==> src/sv/gsp_isqrt.sv <==
// Pipelined integer square root of a 64-bit radicand, one result bit per stage.
module gsp_isqrt #(
    parameter int unsigned SW = 1
) (
    input  logic          i_clk,
    input  logic          i_rst_n,
    input  logic          i_vld,
    input  logic [63:0]   i_rad,
    input  logic [SW-1:0] i_side,
    output logic          o_vld,
    output logic [31:0]   o_root,
    output logic [SW-1:0] o_side
);
    logic [33:0]   w_rem  [33];
    logic [63:0]   w_rad  [33];
    logic [31:0]   w_root [33];
    logic [SW-1:0] w_side [33];
    logic          w_vld  [33];

    assign w_rem[0]  = '0;
    assign w_rad[0]  = i_rad;
    assign w_root[0] = '0;
    assign w_side[0] = i_side;
    assign w_vld[0]  = i_vld;

    for (genvar s = 0; s < 32; s++) begin : g_stage
        logic [33:0]   n_rem, r_rem;
        logic [31:0]   n_root, r_root;
        logic [63:0]   r_rad;
        logic [SW-1:0] r_side;
        logic          r_vld;

        always_comb begin
            logic [35:0] cat;
            logic [35:0] trial;
            cat   = {w_rem[s], w_rad[s][63:62]};
            trial = {2'b00, w_root[s], 2'b01};
            if (cat >= trial) begin
                n_rem  = 34'(cat - trial);
                n_root = {w_root[s][30:0], 1'b1};
            end else begin
                n_rem  = cat[33:0];
                n_root = {w_root[s][30:0], 1'b0};
            end
        end

        always_ff @(posedge i_clk) begin
            if (!i_rst_n) begin
                r_vld <= 1'b0;
            end else begin
                r_vld <= w_vld[s];
            end
        end

        always_ff @(posedge i_clk) begin
            r_rem  <= n_rem;
            r_root <= n_root;
            r_rad  <= w_rad[s] << 2;
            r_side <= w_side[s];
        end

        assign w_rem[s+1]  = r_rem;
        assign w_root[s+1] = r_root;
        assign w_rad[s+1]  = r_rad;
        assign w_side[s+1] = r_side;
        assign w_vld[s+1]  = r_vld;
    end

    assign o_vld  = w_vld[32];
    assign o_root = w_root[32];
    assign o_side = w_side[32];

endmodule

==> config.mk <==
export PLATFORM = sky130hd
export DESIGN_NAME = gsp_isqrt
export DESIGN_NICKNAME = d
export VERILOG_FILES = /design/src/sv/gsp_isqrt.sv
export SDC_FILE = /design/constraint.sdc
export NUM_CORES = 2
export LEC_CHECK = 0
export ABC_CLOCK_PERIOD_IN_PS = 10400
export BUFFER_PORTS_ARGS = -buffer_cell sky130_fd_sc_hd__buf_2
export CORE_MARGIN = 5
export CORE_UTILIZATION = 30
export DETAILED_ROUTE_END_ITERATION = 7
export PLACE_DENSITY_LB_ADDON = 0.05
export SYNTH_ARGS = -nofsm -noshare
export SYNTH_HDL_FRONTEND = slang
export SYNTH_SLANG_ARGS = --single-unit
==> constraint.sdc <==
create_clock -name i_clk -period 10.4 [get_ports i_clk]
set_input_delay 0.52 -clock i_clk [delete_from_list [all_inputs] [get_ports i_clk]]
set_output_delay 0.52 -clock i_clk [all_outputs]
set_load 0.02 [all_outputs]
==> impl_metrics.tcl <==
set metrics [dict create \
    outcome "finished clean" \
    p_per_area_mw_per_mm2 250 \
    critPathKind "flip-flop to flip-flop" \
    nNetsFinal 10100 \
    synthFlopType "dfxtp_1" \
    crit_arrival_ps 4940 \
    ys_warn_count 0 \
    path_buf_inv 0 \
    place_area_mm2 0.0988 \
    wl_mm 226 \
    fin_total_pwr_w 0.0274 \
    p_int_w 0.0197 \
    die_w_um 568 \
    max_cap_violations 0 \
    final-hold-violation-count 0 \
    setup_tns_ps 0 \
    clkPwrFrac_pct 38.7 \
    start_kind "flip-flop" \
    cp_slowest_cell "or4_1" \
    p_switching_w 0.00771 \
    wl_per_cell_um 16.3 \
    dp_hpwl_mm 174 \
    vias 62900 \
    ir_drop_v 0.000127 \
    cts_tree "yes" \
    grt_pass1_vias 64000 \
    final_common_cell "dfxtp_1" \
    instances_no_fill 13800 \
    period_share_pct 39.8 \
    clock-sinks 2573 \
    ys_types 83 \
    drv_slew 0 \
    drt_iter0_drc 3226 \
    syn-cell-area_mm2 0.0935 \
    slowest_delay_ps 970 \
    grt_max_degree 63 \
    dp.cells 13200 \
    critical_path.most_common_cell "or4_4" \
    hp-class "input pin to flip-flop" \
    clock_latency_ps 870 \
    syn_nets 9803 \
    avgSynthCellArea_um2 10.2 \
    switching_share_pct 28.1 \
    async_reset_ff_share_pct 0 \
    io_pins 102 \
    final_cell_mix "dfxtp_1 (2,573), inv_1 (713), nand2_1 (603), ha_1 (565), a21oi_1 (537)" \
    initial_core_util_pct 30.1 \
    slew_headroom_pct 18.2 \
    synth_area_leaders "dfxtp_1 (55%), ha_1 (7.6%), xor2_1 (4.2%)" \
    fmax_mhz 242 \
    numCtsBuffers 295 \
    drtPass1Iterations 7 \
    regArea_mm2 0.0515 \
    rows 205 \
    antenna_left 0 \
    die_y_um 568 \
    drc 0 \
    required_ps 11200 \
    clockRootBuffer "clkbuf_16" \
    synth_seq_cells 2573 \
    overflow 0 \
    area_growth_pct 17.2 \
    crit_path_end_kind "flip-flop" \
    cts_setup_buffers 0 \
    fin_crit_ps 4140 \
    grtUsageTotal_pct 13.7 \
    finalCoreUtilization_pct 35.2 \
    power_frac_comb_pct 14.9 \
    cts_resized 0 \
    dieArea_mm2 0.323 \
    crit_family "simple AND/OR/NAND/NOR gates" \
    multi_input_area_mm2 0.0387 \
    coreArea_mm2 0.311 \
    viasPerCell 4.54 \
    antenna_found_initial 8 \
    syn_inst 9170 \
    htreeDepth 5 \
    layout-drive-gt1-share_pct 7.73 \
    stdcell_area_mm2 0.110 \
    rsz0062_at_grt "no" \
    seq_area_frac_synth_pct 55.1 \
    synth-edff-count 0 \
    leakagePower_nw 50.2 \
    fillers 31300 \
    sequentialPowerShare_pct 46.4 \
    crit_chain "or4_4 -> or4_4 -> or4_4 -> or4_1 -> or4_1 -> nor2b_4 -> and4_4 -> nand2_1 -> xnor2_1" \
    grt_pass1_wl_mm 355 \
    numPortBuffers 101 \
    path_clk_slew_ps 60 \
    setup_viol 0 \
    worst_slew_pin_slew_ps 1220 \
    place_congestion 0.812 \
    finClkSkew_ps 38.4 \
    yosysTopAreaCell "dfxtp_1" \
    synth_top_area_share_pct 55.1 \
    worstPathMaxFanout 28 \
    cts_buffer_depth 4 \
]
[timing repair]
action                     CTS  global route
hold endpoints to repair    67             0
setup endpoints to repair    0             0
hold buffers                67             0
[flip-flops by register name, indices dropped and copies added, names as in the netlist]
| name | count |
|---|---|
| g_stage.r_rad | 992 |
| g_stage.r_rem | 989 |
| g_stage.r_root | 496 |
| o_root | 32 |
| g_stage.r_side | 31 |
| g_stage.r_vld | 31 |
| o_side | 1 |
| o_vld | 1 |
[metrics by stage]
step,setup slack (ps),hold WS (ps)
after global routing,6000,134
after detailed placement,6270,312
after CTS,6230,61.3
after floorplan,6900,310
after global placement,6300,310
final,6260,139
[kinds of logic (layout without fill, tap and decap cells)]
family	Yosys count	in the layout	synth area share, %
AND/OR/NAND/NOR	2337	2337	12.5
other	1	3	0.00401
buffers and inverters	906	1438	3.65
flip-flops	2573	2573	55.1
AO/OA/AOI/OAI	1874	1874	12.5
adder cells (fa/ha/maj)	565	565	7.56
multiplexers	72	72	0.851
XOR/XNOR	842	842	7.89
[synthesized netlist by cell type, types with 44 or more instances]
cell         n
a21o_1     269
a21oi_1    541
a31oi_1     46
and2_1      74
and3_1      44
clkbuf_1   171
dfxtp_1   2573
ha_1       565
inv_1      713
mux2_2      60
nand2_1    603
nand2b_1   122
nand3_1    144
nand4_1     99
nor2_1     511
nor2b_1     74
nor3_1     224
nor4_1     142
o21a_1      85
o21ai_0    514
o21bai_1    46
o31ai_1     54
or3_1      104
or4_1       62
xnor2_1    391
xor2_1     451
[per-layer routing]
layer	GRT usage [%]	up-vias	share of wire (%)
li1	-	32100	-
met1	16.8	29400	44
met2	24.1	955	49
met3	2.35	429	3.9
met4	4.37	2	3.2
met5	0	-	0.0058
[power by group through the flow]
| stage | sequential (W) | combinational (W) | clock, W |
|---|---|---|---|
| after detailed placement | 0.0130 | 0.00411 | 0 |
| after CTS | 0.0128 | 0.00416 | 0.0111 |
| final | 0.0127 | 0.00410 | 0.0106 |
| after global placement | 0.0130 | 0.00411 | 0 |
| after floorplan | 0.0124 | 0.00313 | 0 |
| after global routing | 0.0129 | 0.00463 | 0.0115 |
[area by class of cell]
type	count	share of cell area, %
diodes	2	0.00457
clock buffers	406	7.67
clock inverters	122	1.60
inverters	714	2.44
multi-input cells	5691	35.3
flip-flops and latches	2573	47.0
well taps	4140	4.73
repair buffers	196	1.26
[final timing paths]
check	end	slack (ps)	cells past startpoint	startpoint
hold / removal	g_stage[30].r_vld	140	2	i_rst_n
setup reg to reg	g_stage[13].r_rem[23]	6260	9	g_stage[12].r_rem[18]
hold reg to reg	g_stage[17].r_rad[45]	310	0	g_stage[16].r_rad[43]
setup / recovery	g_stage[13].r_rem[23]	6260	9	g_stage[12].r_rem[18]
Note: power is estimated with default switching activity, not from simulation.
