## config.mk

```make
export PLATFORM = sky130hd
export DESIGN_NAME = gsp_div
export DESIGN_NICKNAME = d
export VERILOG_FILES = /design/src/sv/gsp_div.sv
export SDC_FILE = /design/constraint.sdc
export NUM_CORES = 2
export LEC_CHECK = 0
export BUFFER_PORTS_ARGS = -buffer_cell sky130_fd_sc_hd__buf_2
export CAP_MARGIN = 20
export CORE_MARGIN = 10
export CORE_UTILIZATION = 56
export CTS_CLUSTER_SIZE = 25
export DETAILED_ROUTE_END_ITERATION = 8
export PLACE_DENSITY = 0.72
export SLEW_MARGIN = 25
export SYNTH_ARGS = -nofsm -noshare
export SYNTH_HDL_FRONTEND = slang
export SYNTH_SLANG_ARGS = --single-unit
```

## constraint.sdc

```tcl
create_clock -name i_clk -period 10.3 [get_ports i_clk]
set_input_delay 0.515 -clock i_clk [delete_from_list [all_inputs] [get_ports i_clk]]
set_output_delay 0.515 -clock i_clk [all_outputs]
set_load 0.05 [all_outputs]
```

## src/sv/gsp_div.sv

```systemverilog
// Pipelined restoring divider, one quotient bit per stage, lanes share one divisor.
module gsp_div #(
    parameter int unsigned LANES = 1,
    parameter int unsigned NW    = 48,
    parameter int unsigned DW    = 31,
    parameter int unsigned QW    = 22,
    parameter int unsigned SW    = 1
) (
    input  logic                       i_clk,
    input  logic                       i_rst_n,
    input  logic                       i_vld,
    input  logic [LANES-1:0][NW-1:0]   i_num,
    input  logic [DW-1:0]              i_den,
    input  logic [SW-1:0]              i_side,
    output logic                       o_vld,
    output logic [LANES-1:0][QW-1:0]   o_quo,
    output logic [SW-1:0]              o_side
);
    // the caller keeps num < den * 2^QW, so the top part starts below den
    logic [LANES-1:0][DW:0]   w_rem  [QW+1];
    logic [LANES-1:0][QW-1:0] w_low  [QW+1];
    logic [LANES-1:0][QW-1:0] w_quo  [QW+1];
    logic [DW-1:0]            w_den  [QW+1];
    logic [SW-1:0]            w_side [QW+1];
    logic                     w_vld  [QW+1];

    for (genvar l = 0; l < LANES; l++) begin : g_init
        assign w_rem[0][l] = (DW+1)'(i_num[l] >> QW);
        assign w_low[0][l] = i_num[l][QW-1:0];
        assign w_quo[0][l] = '0;
    end
    assign w_den[0]  = i_den;
    assign w_side[0] = i_side;
    assign w_vld[0]  = i_vld;

    for (genvar s = 0; s < QW; s++) begin : g_stage
        logic [LANES-1:0][DW:0]   n_rem, r_rem;
        logic [LANES-1:0][QW-1:0] n_quo, r_quo, r_low;
        logic [DW-1:0]            r_den;
        logic [SW-1:0]            r_side;
        logic                     r_vld;

        always_comb begin
            logic [DW:0] cat;
            for (int l = 0; l < LANES; l++) begin
                cat = {w_rem[s][l][DW-1:0], w_low[s][l][QW-1]};
                if (cat >= {1'b0, w_den[s]}) begin
                    n_rem[l] = cat - {1'b0, w_den[s]};
                    n_quo[l] = {w_quo[s][l][QW-2:0], 1'b1};
                end else begin
                    n_rem[l] = cat;
                    n_quo[l] = {w_quo[s][l][QW-2:0], 1'b0};
                end
            end
        end

        always_ff @(posedge i_clk) begin
            if (!i_rst_n) begin
                r_vld <= 1'b0;
            end else begin
                r_vld <= w_vld[s];
            end
        end

        always_ff @(posedge i_clk) begin
            r_rem <= n_rem;
            r_quo <= n_quo;
            for (int l = 0; l < LANES; l++) begin
                r_low[l] <= w_low[s][l] << 1;
            end
            r_den  <= w_den[s];
            r_side <= w_side[s];
        end

        assign w_rem[s+1]  = r_rem;
        assign w_low[s+1]  = r_low;
        assign w_quo[s+1]  = r_quo;
        assign w_den[s+1]  = r_den;
        assign w_side[s+1] = r_side;
        assign w_vld[s+1]  = r_vld;
    end

    assign o_vld  = w_vld[QW];
    assign o_quo  = w_quo[QW];
    assign o_side = w_side[QW];

endmodule

```

==> impl_metrics.json <==
{
  "design.die.area_um2": 155000,
  "worst_r2r_startpoint": "g_stage[17].r_low[21]$_DFF_P_",
  "sequential_fraction_of_the_synthesis_area": 0.468,
  "syn_to_final_growth_pct": 12.3,
  "detail_route.drc_violations": 0,
  "final.fill_count": 11400,
  "drt_first_iter_violations": 3764,
  "post-place-cells": 10000,
  "run_status": "complete, no violations",
  "dpl_cell_area_um2": 80900,
  "initial_utilization": 0.563,
  "leakage_nw": 41.0,
  "worst-endpoint-arrival_ps": 4890,
  "use_met2": 0.379,
  "final_max_slew_viol_count": 0,
  "ctsResizeCount": 0,
  "hold_class": "in2reg",
  "dr_wl_cell_um": 16.3,
  "worst_ep_required_time_ps": 10980,
  "finalSetupTns_ps": 0,
  "finish.net_count": 9177,
  "synth.lib_cells_used.distinct": 83,
  "max_cap_violations": 0,
  "post_synth_main_area_contributors": "sky130_fd_sc_hd__dfxtp_1 47%, sky130_fd_sc_hd__ha_1 11%, sky130_fd_sc_hd__a21oi_1 4.2%",
  "synth_enable_flop_cells": 0,
  "crit_start": "g_stage[17].r_low[21]$_DFF_P_",
  "fmax_ghz": 0.238,
  "detail_route.first_pass.iterations": 6,
  "globalRoute.busiestLayer": "met2",
  "timing.final.setup_violations": 0,
  "die-height_um": 394,
  "clk_path_buf_depth": 3,
  "finalCriticalPeriod_ps": 4210,
  "worst_setup_path_start_kind": "flip-flop",
  "place_congestion": 0.965,
  "clock_tree.htree_level_count": 4,
  "slew_headroom": 0.333,
  "vias": 56700,
  "ctsRootBufferMaster": "sky130_fd_sc_hd__clkbuf_16",
  "cts-buffers-inserted": 182,
  "avgSynthCellArea_um2": 9.60,
  "mappedNetlistNets": 8940,
  "boundaryPins": 107,
  "finalInstanceArea_um2": 87900,
  "path_class": "reg2reg",
  "met3_track_demand_over_resource": 0.0312,
  "setup_repair_after_global_routing_missed_its_margin": "no",
  "depth_of_the_most_critical_reg_to_reg_path": 13,
  "finalPower_w": 0.0303,
  "num_rows": 137,
  "post_synth_inst_count": 8158,
  "critical_path.cell_chain": "inv_1 > ha_1 > fa_1 > nor2b_1 > o21ai_0 > a21oi_1 > o21ai_0 > a211oi_1 > o31ai_1 > nor2b_1 > o211ai_1 > buf_4 > mux2_2",
  "synth_top_area_cell": "sky130_fd_sc_hd__dfxtp_1",
  "hpwl_after_detailed_placement_um": 130000,
  "via_per_inst": 5.44,
  "global_route.usage.met1": 0.253,
  "synth_async_sr_flop_share": 0,
  "post_route_cells_drive_above_1_share": 0.0857,
  "mappedNetlistArea_um2": 78300,
  "final.setup_skew_ps": 26.3,
  "crit_path_top_delay_cell": "sky130_fd_sc_hd__a211oi_1",
  "insertion_delay_ps": 800,
  "ys_dominant_reg_cell": "sky130_fd_sc_hd__dfxtp_1",
  "clk_pin_slew_ps": 60,
  "grt.overflow.total": 0,
  "total_routing_resource_utilization_after_global_routing": 0.213,
  "finalNonFillerCells": 10400,
  "ys_ff_latch": 1830,
  "cts.sinks": 1830,
  "worst_path_largest_cell_delay_ps": 600,
  "ant_nets": 0,
  "finalHoldViolCount": 0,
  "synth-warning-count": 0,
  "power.density_nw_per_um2": 345,
  "floorplan.die.width_um": 394,
  "tritoncts": "built",
  "drt_wl_total_um": 170000,
  "worstSetupEndpointType": "flip-flop",
  "worstPathMaxFanout": 47,
  "worst_ir_drop_vdd_v": 0.000170,
  "first_global_vias": 56200,
  "hold_path_depth": 2,
  "tightestPinTransition_ps": 975,
  "post-synth-top-area-fraction": 0.468,
  "core_area_um2": 139000,
  "min_from": "i_rst_n",
  "grt_max_degree": 63,
  "grt_pass1_wl_um": 278000,
  "grt_antenna_before_repair": 4,
  "port_buffers": 106,
  "final_min_period_over_clock_period": 0.408,
  "ff2ff_setup_slack_ps": 6090
}
## kinds of logic after synthesis
logic type | share of synthesized area
flops | 0.468
buf+inv | 0.0486
mux | 0.0331
xor+xnor | 0.0605
compound gates | 0.173
fa+ha+maj | 0.114
simple gates | 0.104
## synthesized netlist by cell type, types with 12 or more instances
| cell | instances |
|---|---|
| sky130_fd_sc_hd__o21bai_1 | 64 |
| sky130_fd_sc_hd__o211ai_1 | 37 |
| sky130_fd_sc_hd__inv_1 | 840 |
| sky130_fd_sc_hd__or3_1 | 38 |
| sky130_fd_sc_hd__xor2_1 | 212 |
| sky130_fd_sc_hd__nor4_1 | 17 |
| sky130_fd_sc_hd__nand4_1 | 109 |
| sky130_fd_sc_hd__a211o_1 | 18 |
| sky130_fd_sc_hd__or2_2 | 24 |
| sky130_fd_sc_hd__clkbuf_1 | 135 |
| sky130_fd_sc_hd__nor3b_1 | 14 |
| sky130_fd_sc_hd__a2111oi_0 | 24 |
| sky130_fd_sc_hd__a31o_2 | 18 |
| sky130_fd_sc_hd__o21ai_2 | 20 |
| sky130_fd_sc_hd__a21oi_1 | 657 |
| sky130_fd_sc_hd__nor2b_1 | 98 |
| sky130_fd_sc_hd__a211oi_1 | 48 |
| sky130_fd_sc_hd__nor2_1 | 461 |
| sky130_fd_sc_hd__nand3_1 | 110 |
| sky130_fd_sc_hd__a41oi_1 | 13 |
| sky130_fd_sc_hd__buf_1 | 12 |
| sky130_fd_sc_hd__a31oi_1 | 63 |
| sky130_fd_sc_hd__o31a_1 | 21 |
| sky130_fd_sc_hd__fa_1 | 21 |
| sky130_fd_sc_hd__o31ai_1 | 51 |
| sky130_fd_sc_hd__mux2_2 | 207 |
| sky130_fd_sc_hd__and2_1 | 49 |
| sky130_fd_sc_hd__ha_1 | 678 |
| sky130_fd_sc_hd__and3_1 | 51 |
| sky130_fd_sc_hd__xnor2_1 | 329 |
| sky130_fd_sc_hd__a311oi_1 | 14 |
| sky130_fd_sc_hd__nand2b_1 | 86 |
| sky130_fd_sc_hd__a21o_1 | 355 |
| sky130_fd_sc_hd__a21boi_0 | 20 |
| sky130_fd_sc_hd__o21ai_0 | 500 |
| sky130_fd_sc_hd__o22ai_1 | 15 |
| sky130_fd_sc_hd__and4_1 | 20 |
| sky130_fd_sc_hd__o2111ai_1 | 16 |
| sky130_fd_sc_hd__o41ai_1 | 15 |
| sky130_fd_sc_hd__nor3_1 | 78 |
| sky130_fd_sc_hd__nand2_1 | 515 |
| sky130_fd_sc_hd__dfxtp_1 | 1830 |
| sky130_fd_sc_hd__o21a_1 | 93 |
| sky130_fd_sc_hd__mux2i_1 | 18 |
## timing repair
action	4_1_cts	5_1_grt
endpoints found under the hold margin	83	0
hold buffers	81	0
setup buffers	0	0
## per-stage QoR
| step | utilization | hold slack, ps | setup WS [ps] |
|---|---|---|---|
| 5_1_grt | 0.632 | 137 | 5750 |
| 3_5_place_dp | 0.581 | 312 | 5860 |
| 3_3_place_gp | 0.581 | 310 | 5560 |
| 6_report | 0.632 | 132 | 6090 |
| 2_1_floorplan | - | 310 | 6650 |
| 4_1_cts | 0.631 | 78.7 | 6150 |
## metal layers
metal | routed length (um) | part of all wire | vias up
met5 | 28 | 0.00016 | -
met4 | 6800 | 0.040 | 4
met3 | 6720 | 0.040 | 398
met2 | 82600 | 0.49 | 1280
met1 | 73600 | 0.43 | 26300
li1 | - | - | 28700
## sequential cells by signal, summed over array words and instances, names as in the netlist
register	count
g_stage.r_den	651
g_stage.r_rem	651
g_stage.r_low	231
g_stage.r_quo	231
o_quo	22
g_stage.r_side	21
g_stage.r_vld	21
o_side	1
o_vld	1
## critical path, delay by kind of cell (launching register included)
family | cells | cell delay [ps]
buffers and inverters | 2 | 580
DFF | 1 | 330
AOI/OAI and AO/OA | 6 | 1830
and+or+nand+nor | 2 | 330
adders and majority gates | 2 | 610
muxes | 1 | 390
## cell usage in the layout, fill, tap and decap left out, types with 60 or more instances in the layout
cell / count
sky130_fd_sc_hd__nor3_1: 78
sky130_fd_sc_hd__a31oi_1: 60
sky130_fd_sc_hd__a21o_1: 355
sky130_fd_sc_hd__clkbuf_16: 188
sky130_fd_sc_hd__nand2_1: 515
sky130_fd_sc_hd__a21oi_1: 655
sky130_fd_sc_hd__mux2_2: 207
sky130_fd_sc_hd__o21a_1: 93
sky130_fd_sc_hd__buf_2: 106
sky130_fd_sc_hd__nor2_1: 461
sky130_fd_sc_hd__dlygate4sd3_1: 81
sky130_fd_sc_hd__o21bai_1: 64
sky130_fd_sc_hd__inv_1: 840
sky130_fd_sc_hd__xor2_1: 212
sky130_fd_sc_hd__o21ai_0: 499
sky130_fd_sc_hd__xnor2_1: 329
sky130_fd_sc_hd__nor2b_1: 98
sky130_fd_sc_hd__nand3_1: 110
sky130_fd_sc_hd__ha_1: 678
sky130_fd_sc_hd__nand2b_1: 86
sky130_fd_sc_hd__nand4_1: 109
sky130_fd_sc_hd__dfxtp_1: 1830
## power by group
group | switching (W) | internal [W] | total, W
Combinational | 0.00756 | 0.00599 | 0.0135
Clock | 0.00271 | 0.00395 | 0.00666
Sequential | 0.00103 | 0.00907 | 0.0101
## cell type report
type	count	area, um2	share of cell area
Sequential cell	1830	36600	0.417
Tap cell	1876	2350	0.0267
Clock inverter	75	853	0.00971
Clock buffer	256	5310	0.0604
Timing Repair Buffer	212	1540	0.0175
Antenna cell	5	12.5	0.000142
Multi-Input combinational cell	5328	38100	0.433
Inverter	841	3160	0.0359
## path summary, 6_finish.rpt
kind / to
max: g_stage[18].r_rem[8]$_DFF_P_
min: o_vld$_SDFF_PN0_
max reg2reg: g_stage[18].r_rem[8]$_DFF_P_
min reg2reg: g_stage[20].r_quo[18]$_DFF_P_
(Power assumes the default switching activity.)
